$ cat config.mk
export PLATFORM = sky130hd
export DESIGN_NAME = kgh_div
export DESIGN_NICKNAME = d
export VERILOG_FILES = /design/src/rtl/kgh_pkg.sv /design/src/rtl/kgh_div.sv
export SDC_FILE = /design/constraint.sdc
export NUM_CORES = 1
export LEC_CHECK = 0
export BUFFER_PORTS_ARGS = -buffer_cell sky130_fd_sc_hd__buf_2
export CORE_MARGIN = 2
export CORE_UTILIZATION = 35
export DETAILED_ROUTE_END_ITERATION = 6
export SYNTH_ARGS = -nofsm -noshare
export SYNTH_HDL_FRONTEND = slang
export SYNTH_SLANG_ARGS = --single-unit
$ cat constraint.sdc
create_clock -name clk -period 4.9 [get_ports clk]
set_clock_uncertainty 0.05 [all_clocks]
set_input_delay 0.735 -clock clk [delete_from_list [all_inputs] [get_ports clk]]
set_output_delay 0.735 -clock clk [all_outputs]
set_load 0.05 [all_outputs]
$ cat src/rtl/kgh_pkg.sv
// Shared types, codes and widths for the karaoke glyph highlighter.
package kgh_pkg;

    // Payload widths
    localparam int CMD_W      = 2;
    localparam int CHAR_W     = 16;
    localparam int TIME_W     = 32;
    localparam int PREROLL_W  = 23;
    localparam int COLOR_W    = 24;
    localparam int UNITS_W    = 16;
    localparam int OPA_W      = 9;
    localparam int CFG_IDX_W  = 3;
    localparam int CFG_DATA_W = 32;

    // Internal arithmetic widths
    localparam int CALC_W     = 50;   // signed times, fallback start may go negative
    localparam int PROD_W     = 48;   // index times per-unit duration
    localparam int LATE_W     = 33;   // time past the end of a word
    localparam int SPAN_W     = 32;   // word duration after the lower clamp
    localparam int DIV_NUM_W  = 42;   // late * 448
    localparam int DIV_DEN_W  = 35;   // span * 5

    // Command codes
    localparam logic [CMD_W-1:0] CMD_CLEAR  = 2'd0;
    localparam logic [CMD_W-1:0] CMD_APPEND = 2'd1;
    localparam logic [CMD_W-1:0] CMD_EVAL   = 2'd2;

    // Configuration register indexes
    localparam logic [CFG_IDX_W-1:0] CFG_UNIT_MODE   = 3'd0;
    localparam logic [CFG_IDX_W-1:0] CFG_PREROLL     = 3'd1;
    localparam logic [CFG_IDX_W-1:0] CFG_COLOR       = 3'd2;
    localparam logic [CFG_IDX_W-1:0] CFG_CLIP_DUR    = 3'd3;
    localparam logic [CFG_IDX_W-1:0] CFG_UNIT_COUNT  = 3'd4;

    // Constants
    localparam logic [COLOR_W-1:0]       COLOR_RESET = 24'hFFDC3C;
    localparam logic [UNITS_W-1:0]       UNITS_RESET = 16'd1;
    localparam logic [OPA_W-1:0]         OPA_FULL    = 9'd256;
    localparam logic signed [CALC_W-1:0] MIN_SPAN_US = CALC_W'(1000);

    typedef struct packed {
        logic [CHAR_W-1:0] first_char;
        logic [CHAR_W-1:0] char_count;
        logic [TIME_W-1:0] begin_us;
        logic [TIME_W-1:0] finish_us;
    } entry_t;

    typedef struct packed {
        logic busy;
        logic done;
    } div_status_t;

    typedef enum logic [3:0] {
        ST_IDLE,
        ST_SCAN_RD,
        ST_SCAN_CHK,
        ST_PER_GO,
        ST_PER_WAIT,
        ST_MUL,
        ST_OFS,
        ST_END,
        ST_SPAN,
        ST_SCALE,
        ST_OPA_GO,
        ST_OPA_WAIT,
        ST_OUT
    } state_t;

endpackage

$ cat src/rtl/kgh_div.sv
// Restoring divider, one quotient bit per cycle.
module kgh_div import kgh_pkg::*; #(
    parameter int NUM_W = 42,
    parameter int DEN_W = 35
) (
    input  logic             clk,
    input  logic             rst_n,
    input  logic             start,
    input  logic [NUM_W-1:0] num,
    input  logic [DEN_W-1:0] den,
    output div_status_t      status,
    output logic [NUM_W-1:0] quo
);

    localparam int CW = $clog2(NUM_W + 1);

    logic             busy_reg;
    logic             done_reg;
    logic [CW-1:0]    cnt_reg;
    logic [DEN_W:0]   rem_reg;
    logic [DEN_W:0]   rem_next;
    logic [NUM_W-1:0] quo_reg;
    logic [NUM_W-1:0] quo_next;
    logic [DEN_W-1:0] den_reg;
    logic [DEN_W:0]   rem_sh;
    logic [DEN_W+1:0] trial;
    logic             ge;

    // Shift in the next numerator bit, subtract when it fits.
    always_comb
    begin
        rem_sh   = {rem_reg[DEN_W-1:0], quo_reg[NUM_W-1]};
        trial    = {1'b0, rem_sh} - {2'b00, den_reg};
        ge       = !trial[DEN_W+1];
        rem_next = ge ? trial[DEN_W:0] : rem_sh;
        quo_next = {quo_reg[NUM_W-2:0], ge};
    end

    always_ff @(posedge clk or negedge rst_n)
    begin
        if (!rst_n)
        begin
            busy_reg <= 1'b0;
            done_reg <= 1'b0;
            cnt_reg  <= '0;
        end
        else
        begin
            done_reg <= 1'b0;
            if (start)
            begin
                busy_reg <= 1'b1;
                cnt_reg  <= '0;
            end
            else if (busy_reg)
            begin
                cnt_reg <= cnt_reg + CW'(1);
                if (cnt_reg == CW'(NUM_W - 1))
                begin
                    busy_reg <= 1'b0;
                    done_reg <= 1'b1;
                end
            end
        end
    end

    always_ff @(posedge clk)
    begin
        if (start)
        begin
            rem_reg <= '0;
            quo_reg <= num;
            den_reg <= den;
        end
        else if (busy_reg)
        begin
            rem_reg <= rem_next;
            quo_reg <= quo_next;
        end
    end

    assign status.busy = busy_reg;
    assign status.done = done_reg;
    assign quo         = quo_reg;

endmodule

# Word level (Yosys, flattened, before mapping)
# Cells that the tools add are included.
[totals] register_bits=120 out_inout_bits=44 word_cells=22
[op_classes] n_addsub=2 eq_ne=1 mux=11 n_reduce_logical=2
[op_table] cell="$mux W42" count=2
[op_table] cell="$sub A36 B35 Y37" count=1
[op_table] cell="$mux W35" count=1
[op_table] cell="$mux W6" count=2
[op_table] cell="$add A6 B1 Y6 const B" count=1
[op_table] cell="$eq A6 B6 Y1 const B" count=1
[op_table] cell="$mux W1" count=6
[op_table] cell="$reduce_bool A2 Y1" count=1
[op_table] cell="$logic_not A1 Y1" count=1

# Depth between registers and ports, before layout
# Gate-level depths: netlist of run 1.
[logic_depth] depth_word=4 ltp_mapped=13

# Worst setup path before layout of run 1
# No wires, ideal clock.
[synth_path] path_kind="register -> register" start="register quo_reg[41], in the netlist quo[41]" end="register rem_reg[13]" setup_ns=0.088 t_arrival_ns=2.952 required_ns=4.762 slack_ns=1.810 stages_incl_launch_ff=13 cell_sequence="edfxtp_1 > inv_1 > ha_1 > fa_1 > nand2b_1 > a21oi_1 > o2111ai_1 > nand2_1 > a41o_2 > a21bo_1 > clkbuf_1 > nand2_1 > a311oi_2"
[synth_via] elab_chain_cells=2
[synth_lines] element="start: declaration" line="kgh_div.sv:22" source="logic [NUM_W-1:0] quo_reg;"
[synth_lines] element="start signal: assignment" line="kgh_div.sv:72" source="quo_reg <= num;"
[synth_lines] element="start signal: assignment" line="kgh_div.sv:78" source="quo_reg <= quo_next;"
[synth_lines] element="$sub A36 B35 Y37" line="kgh_div.sv:33" source="trial = {1'b0, rem_sh} - {2'b00, den_reg};"
[synth_lines] element="$mux W35" line="kgh_div.sv:35" source="rem_next = ge ? trial[DEN_W:0] : rem_sh;"
[synth_lines] element="end signal: assignment" line="kgh_div.sv:77" source="rem_reg <= rem_next;"
[synth_lines] element="end: declaration" line="kgh_div.sv:20" source="logic [DEN_W:0] rem_reg;"
# No other way between the ends.
# A chain may end at the register's enable or synchronous reset.

# Final worst setup path of run 1
[layout_path] start="register quo_reg[41], in the netlist quo[41]" end="register rem_reg[1]"
# The elaborated chain is that of the path after synthesis.

==> results.toml, run 1 <==
[setup_path]
cp-start-kind = "register"
critPathTopFamily = "compound AO/OA/AOI/OAI gates"
cp_slowest_cell = "a21bo_1"
worstSetupPathType = "reg2reg"
crit_fanout = 21
cp_data_required_time_ns = 5.19
critPathMaxStageDelay_ns = 0.60
worst-path-buf-inv = 2
critPathCaptureType = "register"
crit_chain = "inv_1, ha_1, fa_1, nand2b_1, a21oi_1, o2111ai_1, nand2_1, a41o_2, a21bo_1, buf_4, mux2_4, o22ai_2"
worstPathArrival_ns = 3.80

[synth]
synth_seq_area_share_pct = 46.1
synthFlopType = "edfxtp_1"
async_reset_ff_share_pct = 6.67
synth_edf_count = 77
syn_nets = 796
yosysWarnings = 0
ys_types = 66
synth.cell_area_sq_um = 6970
syn-instance-count = 678
synth_seq_cells = 120
synth_area_per_cell_sq_um = 10.3

[floorplanning]
num_rows = 51
initial_core_util_pct = 35.7
dieArea_sq_um = 21000
core_area_sq_um = 19500
die_h_um = 145
io_pins = 124
dieWidth_um = 145

[final_layout]
diodes = 0
largest_register_ffs = 42
layout_common_cells = "buf_2 (122), nand2_1 (82), edfxtp_1 (77)"
final_common_cell = "buf_2"
drive_gt1_share_pct = 29.0
syn2layout_area_growth_pct = 20.4
nNetsFinal = 913

[timing]
fmax_ghz = 0.285
setup_ws_ns = 1.39
tightest_slew_ns = 0.819
slew_viol_final = 0
setup_tns_ns = 0
relSlewSlack_pct = 45.4
period_share_pct = 71.6
finalHoldViolCount = 0
rsz0062_at_grt = "false"
finalSetupViolCount = 0
min_period_ns = 3.51

[routing]
num_vias = 5408
antenna_left = 0
drt_iter0_markers = 273
routed_wl_um = 15900
vias_per_cell = 5.04
wire_per_inst_um = 14.8
drc = 0
first_pass_iters = 5

[clocking]
hold_buffers = 0
cts_tree = "built"
cts_max_path_buffers = 2
cts_buffers = 17
clock-root-buffer = "clkbuf_16"
cts.sink_count = 120
htree_levels = 4
insertion_delay_ns = 0.42
cts_resized = 0
cts_setup_buffers = 0
path_clk_slew_ns = 0.07

[worst_hold_path]
min_path_type = "in2async"

[power]
leakage_nw = 3.61
power_frac_clock_pct = 27.1
p_int_mw = 2.78
p_comb_share_pct = 42.0
power_frac_seq_pct = 30.9
vdd_drop_max_v = 0.000256
power_switching_mw = 1.81
swShare_pct = 39.5
powerDensity_nw_per_um2 = 548
p_total_mw = 4.59

[global_routing]
grt_pass1_wl_um = 26600
grt_pass1_vias = 5410
gr-usage-all-layers_pct = 15.5
antenna_found_initial = 1
grt_overflow = 0
grt_max_degree = 79

[placement]
post-place-ws_ns = 1.38
port_buffers = 123
place_congestion = 0.859
hpwl_um = 11500

[job]
maxCapViolations = 0

[outcome]
status = "complete, no violations"
[power by group through the flow]
stage | clock network, mW | registers, mW | logic [mW]
after floorplan | 0 | 1.56 | 1.43
after global placement | 0 | 1.44 | 1.92
after detailed placement | 0 | 1.43 | 1.93
after CTS | 1.28 | 1.42 | 1.94
after global routing | 1.32 | 1.45 | 2.14
final | 1.25 | 1.42 | 1.93
[routing by layer]
layer	GRT usage (%)	share of wire, %	vias up	wire (um)
met5	0	0.082	-	13
met4	4.90	1.2	2	189
met3	5.63	7.5	19	1190
met2	24.0	44	151	7000
met1	20.3	47	2523	7490
li1	-	-	2713	-
[synth_stat cells, types with 16 or more instances]
master	count	area share, %
inv_1	49	2.6
dfxtp_1	35	10
clkbuf_1	20	1.1
mux2_2	44	7.1
xor2_1	16	2.0
o21ai_0	25	1.8
ha_1	37	6.6
a311oi_2	16	3.4
nor2_1	55	3.0
edfxtp_1	77	33
a21oi_1	41	2.9
nand2_1	82	4.4
[worst paths after layout]
kind / slack [ns] / cells after the start / from / endpoint
max reg2reg: 1.39 / 12 / quo[41] / rem_reg[1]
min: 0.09 / 1 / rst_n / done_reg
max in group asynchronous: 4.51 / 1 / rst_n / busy_reg
max: 1.39 / 12 / quo[41] / rem_reg[1]
min in group clk: 0.43 / 2 / rem_reg[34] / rem_reg[34]
min reg2reg: 0.43 / 2 / rem_reg[34] / rem_reg[34]
[stage by stage]
stage,utilization (%),cells,area [sq um],hold slack [ns]
final,42.9,1073,8390,0.0925
after global routing,42.9,1073,8390,0.0910
after floorplan,-,678,6970,0.389
after detailed placement,40.0,1041,7800,0.416
after global placement,40.0,1041,7800,0.415
after CTS,42.9,1073,8390,0.0819
[kinds of logic after synthesis]
family	Yosys count	synth area share (%)
simple gates	201	13.1
compound gates	162	17.5
flops	120	46.1
buf+inv	80	4.92
mux	46	7.47
fa+ha+maj	38	6.93
xor+xnor	31	3.90
[cell type report]
type	instances	area [sq um]
multi-input combinational	478	3410
timing repair buffer	129	663
sequential	120	3210
inverter	49	184
fill	1920	11100
clock inverter	15	156
clock buffer	17	425
tap	265	332
Note: power is estimated with default switching activity, not from simulation.
==> run 2: changes to the inputs <==
clock period = 3.2 ns   (was 4.9 ns; I/O delays follow)
==> run 2 against run 1 <==
Combinational power is 62% higher. Highest routed layer is now met4. Worst hold slack gained 0.084 ns. Sequential power is 54% higher. Critical endpoint unchanged. Maximum frequency up 19%. Critical path type unchanged. Via count increased by 0.31%. Final cell count is 0.84% higher.
==> results.toml, run 2 (synthesis results as in run 1) <==
[setup_path]
critPathCaptureType = "register"
rr_worst_depth = 12
cp-start-kind = "register"
critPathMaxStageDelay_ns = 0.38
cp_slowest_cell = "fa_1"
cp_data_required_time_ns = 3.50
crit_chain = "inv_1, ha_1, fa_1, nand2b_1, a21oi_2, o2111ai_1, nand2_1, a41o_2, a21bo_2, buf_12, mux2_4, o22ai_2"
worstPathArrival_ns = 3.25
worstSetupPathType = "reg2reg"
crit_fanout = 22

[final_layout]
stdcell_count = 1082
drive_gt1_share_pct = 30.1
fillCellCount = 1912
seq_area_sq_um = 3210
layout_common_cells = "buf_2 (122), nand2_1 (82), edfxtp_1 (77)"
largest_register_ffs = 42
syn2layout_area_growth_pct = 22.4
nNetsFinal = 922
multi_input_area_sq_um = 3420
final_common_cell = "buf_2"
diodes = 0

[floorplanning]
dieArea_sq_um = 21000
initial_core_util_pct = 35.7
core_area_sq_um = 19500
die_h_um = 145
dieWidth_um = 145
io_pins = 124
num_rows = 51

[clocking]
htree_levels = 4
insertion_delay_ns = 0.43
path_clk_slew_ns = 0.06
cts_buffers = 17
cts_tree = "built"
clock-root-buffer = "clkbuf_16"
cts_max_path_buffers = 2
cts_setup_buffers = 0
cts.sink_count = 120

[outcome]
status = "complete, no violations"

[power]
leakage_nw = 3.67
vdd_drop_max_v = 0.000418
p_total_mw = 7.28
powerDensity_nw_per_um2 = 853

[routing]
drc = 0
vias_per_cell = 5.01
num_vias = 5425
drt_iter0_markers = 275
antenna_left = 0
first_pass_iters = 5
wire_per_inst_um = 15.2
routed_wl_um = 16400

[global_routing]
grt_pass1_vias = 5514
gr-usage-all-layers_pct = 15.9
grt_overflow = 0
grt_max_degree = 56
antenna_found_initial = 0
grt_pass1_wl_um = 27200

[timing]
finalSetupViolCount = 0
slew_viol_final = 0
finalHoldViolCount = 0
setup_ws_ns = 0.251
rsz0062_at_grt = "false"
relSlewSlack_pct = 63.4
tightest_slew_ns = 0.549
fmax_ghz = 0.339
period_share_pct = 92.1
min_period_ns = 2.95
setup_tns_ns = 0

[placement]
place_congestion = 0.863
post-place-ws_ns = 0.136
hpwl_um = 12000
port_buffers = 123
dp_cells = 1049

[worst_hold_path]
min_path_type = "in2reg"
min_path_cells = 1

[job]
maxCapViolations = 0
run 2: worst max-delay path, delay by kind of cell (launching register included):
family                     cells  cell delay, ns
AOI/OAI and AO/OA              5            1.00
DFF                            1            0.35
muxes                          1            0.31
and+or+nand+nor                2            0.33
adders and majority gates      2            0.59
buffers and inverters          2            0.24
run 2: final timing paths:
path	slack [ns]	start	to
worst max-delay path	0.25	quo[41]	rem_reg[1]
worst min-delay path	0.18	den[25]	den_reg[25]
worst max register to register	0.25	quo[41]	rem_reg[1]
worst min register to register	0.45	rem_reg[9]	rem_reg[10]
max in group asynchronous	2.54	rst_n	busy_reg
min in group asynchronous	0.38	rst_n	cnt_reg[2]
run 2: stage by stage:
stage	hold slack [ns]	util, %	cell area [sq um]
finish	0.176	43.7	8530
global route	0.156	43.7	8530
CTS	0.160	43.6	8520
detailed placement	0.286	40.5	7900
global placement	0.288	40.5	7900
floorplan	0.134	-	6970
run 2: cell type report:
class | count | share of cell area, %
sequential | 120 | 37.7
multi-input combinational | 478 | 40.1
clock buffer | 17 | 4.99
clock inverter | 15 | 2.10
tap | 265 | 3.89
timing repair buffer | 138 | 9.04
inverter | 49 | 2.16
run 2: what timing repair did:
item / CTS / global route
endpoints found under the hold margin: 8 / 0
setup endpoints to repair: 0 / 30
hold buffers: 1 / 0
gates resized for setup: 0 / 4
run 2: where the power goes:
| part | total [mW] | internal (mW) | switching, mW | leakage (nW) |
|---|---|---|---|---|
| registers | 2.18 | 1.97 | 0.212 | 1.18 |
| logic | 3.12 | 1.30 | 1.82 | 2.20 |
| clock network | 1.98 | 1.18 | 0.804 | 0.292 |
run 2: layer usage:
layer  track usage, %  vias to the layer above  part of all wire [%]
li1                 -                     2736                     -
met1             20.9                     2534                    48
met2             24.7                      140                    44
met3             5.25                       15                   6.2
met4             5.59                        0                   1.3
met5                0                        -                     0
==> run 3: changes to the inputs <==
ABC_AREA = 1   (was default)
==> run 3 against run 2 <==
Non-clock buffer count down 4. Combinational power down 6%. Wire length up 27%. Sequential share of layout area down 2.7 points. Critical path type unchanged. Synthesized cell count up 59%.
==> results.toml, run 3 <==
[setup_path]
crit_chain = "inv_1, ha_1, fa_1, nor2_1, or2_2, nand2_1, nand3_2, nand2_4, nand2_4, nand3_1, nand3_1, nand2_1"
cp_slowest_cell = "fa_1"
critPathCaptureType = "register"
worstSetupPathType = "reg2reg"
cp-start-kind = "register"
critPathMaxStageDelay_ns = 0.45
worst-path-buf-inv = 1
crit_fanout = 35
cp_data_required_time_ns = 3.48
worstPathArrival_ns = 2.96
critPathTopFamily = "simple AND/OR/NAND/NOR gates"

[timing]
slew_viol_final = 0
relSlewSlack_pct = 54.6
rsz0062_at_grt = "false"
setup_tns_ns = 0
fmax_ghz = 0.373
tightest_slew_ns = 0.680
finalHoldViolCount = 0
period_share_pct = 83.7
finalSetupViolCount = 0
min_period_ns = 2.68

[final_layout]
drive_gt1_share_pct = 14.6
layout_common_cells = "nand2_1 (413), inv_1 (186), buf_2 (122)"
syn2layout_area_growth_pct = 19.9
diodes = 0
nNetsFinal = 1321
stdcell_count = 1496
largest_register_ffs = 42
final_common_cell = "nand2_1"
fillCellCount = 2250

[placement]
hpwl_um = 15700
port_buffers = 123
dp_cells = 1463
place_congestion = 0.968

[clocking]
cts_setup_buffers = 0
hold_buffers = 1
cts_buffers = 17
clock-root-buffer = "clkbuf_16"
path_clk_slew_ns = 0.07
htree_levels = 4
cts_max_path_buffers = 2
cts_resized = 0
cts.sink_count = 120
cts_tree = "built"
insertion_delay_ns = 0.45

[outcome]
status = "complete, no violations"

[global_routing]
grt_max_degree = 41
grt_pass1_vias = 6879
gr-usage-all-layers_pct = 18.7
grt_overflow = 0
antenna_found_initial = 0
grt_pass1_wl_um = 35000

[floorplanning]
dieWidth_um = 152
die_h_um = 152
num_rows = 54
core_area_sq_um = 21600
io_pins = 124
initial_core_util_pct = 35.4
dieArea_sq_um = 23100

[synth]
yosysWarnings = 0
syn_nets = 1195
synth.area.top_cells = "edfxtp_1 (30%), nand2_1 (20%), inv_1 (9.2%), dfxtp_1 (9.2%), nand3_1 (6.3%)"
async_reset_ff_share_pct = 6.67
synth_seq_cells = 120
synth_common_cells = "nand2_1 (413), inv_1 (187), nand3_1 (96), edfxtp_1 (77), nor2_1 (62)"
synth_edf_count = 77
synth_top_area_cell = "edfxtp_1"
synthFlopType = "edfxtp_1"
synth.most_common_cell = "nand2_1"
synth_seq_area_share_pct = 42.0
ys_types = 37
synth_area_per_cell_sq_um = 7.11
syn-instance-count = 1077
synth.cell_area_sq_um = 7650
synth_top_area_share_pct = 30.2

[routing]
drt_iter0_markers = 398
wire_per_inst_um = 14.0
vias_per_cell = 4.67
antenna_left = 0
routed_wl_um = 20900
first_pass_iters = 5
drc = 0
num_vias = 6983

[power]
vdd_drop_max_v = 0.000314
leakage_nw = 4.91
p_total_mw = 6.97
powerDensity_nw_per_um2 = 760

[worst_hold_path]
min_path_type = "in2reg"

[job]
maxCapViolations = 0
## run 3: per-stage QoR
| stage | setup WS [ns] | instance area [sq um] | utilization, % | hold slack [ns] |
|---|---|---|---|---|
| 3_3_place_gp | 0.540 | 8570 | 39.6 | 0.286 |
| 6_report | 0.522 | 9180 | 42.4 | 0.157 |
| 2_1_floorplan | 0.381 | 7650 | - | 0.134 |
| 3_5_place_dp | 0.529 | 8570 | 39.6 | 0.283 |
| 4_1_cts | 0.501 | 9180 | 42.4 | 0.153 |
| 5_1_grt | 0.282 | 9180 | 42.4 | 0.148 |
## run 3: worst paths after layout
kind | depth (start not counted) | slack, ns | endpoint | from
min | 1 | 0.16 | den_reg[8] | den[8]
max | 12 | 0.52 | rem_reg[22] | quo[41]
min reg2reg | 2 | 0.42 | rem_reg[28] | rem_reg[28]
max in group asynchronous | 2 | 2.56 | cnt_reg[4] | rst_n
max reg2reg | 12 | 0.52 | rem_reg[22] | quo[41]
min in group asynchronous | 2 | 0.37 | cnt_reg[1] | rst_n
## run 3: layout make-up
type / count / area, sq um / area share [%]
multi-input cells: 743 / 3590 / 39.2
flip-flops and latches: 120 / 3210 / 35.0
repair buffers: 134 / 716 / 7.80
inverters: 187 / 702 / 7.65
clock buffers: 17 / 425 / 4.64
well taps: 280 / 350 / 3.82
clock inverters: 15 / 174 / 1.90
## run 3: cells by family after synthesis
family	after synthesis	synth area share, %
flip-flops	120	42.0
adder cells (fa/ha/maj)	38	6.31
AO/OA/AOI/OAI	73	5.31
buffers and inverters	214	11.1
AND/OR/NAND/NOR	617	33.6
XOR/XNOR	15	1.72
## run 3: power by group
part | internal (mW) | switching (mW) | total (mW)
sequential | 1.91 | 0.139 | 2.05
combinational | 1.01 | 1.93 | 2.94
clock | 1.12 | 0.866 | 1.98
total | 4.03 | 2.94 | 6.97
## run 3: layer usage
| metal | routed length, um | global-route usage, % | up-vias |
|---|---|---|---|
| met2 | 9340 | 29.2 | 153 |
| met4 | 354 | 6.19 | 0 |
| met5 | 0 | 0 | - |
| li1 | - | - | 3641 |
| met3 | 843 | 4.14 | 23 |
| met1 | 10300 | 25.8 | 3166 |
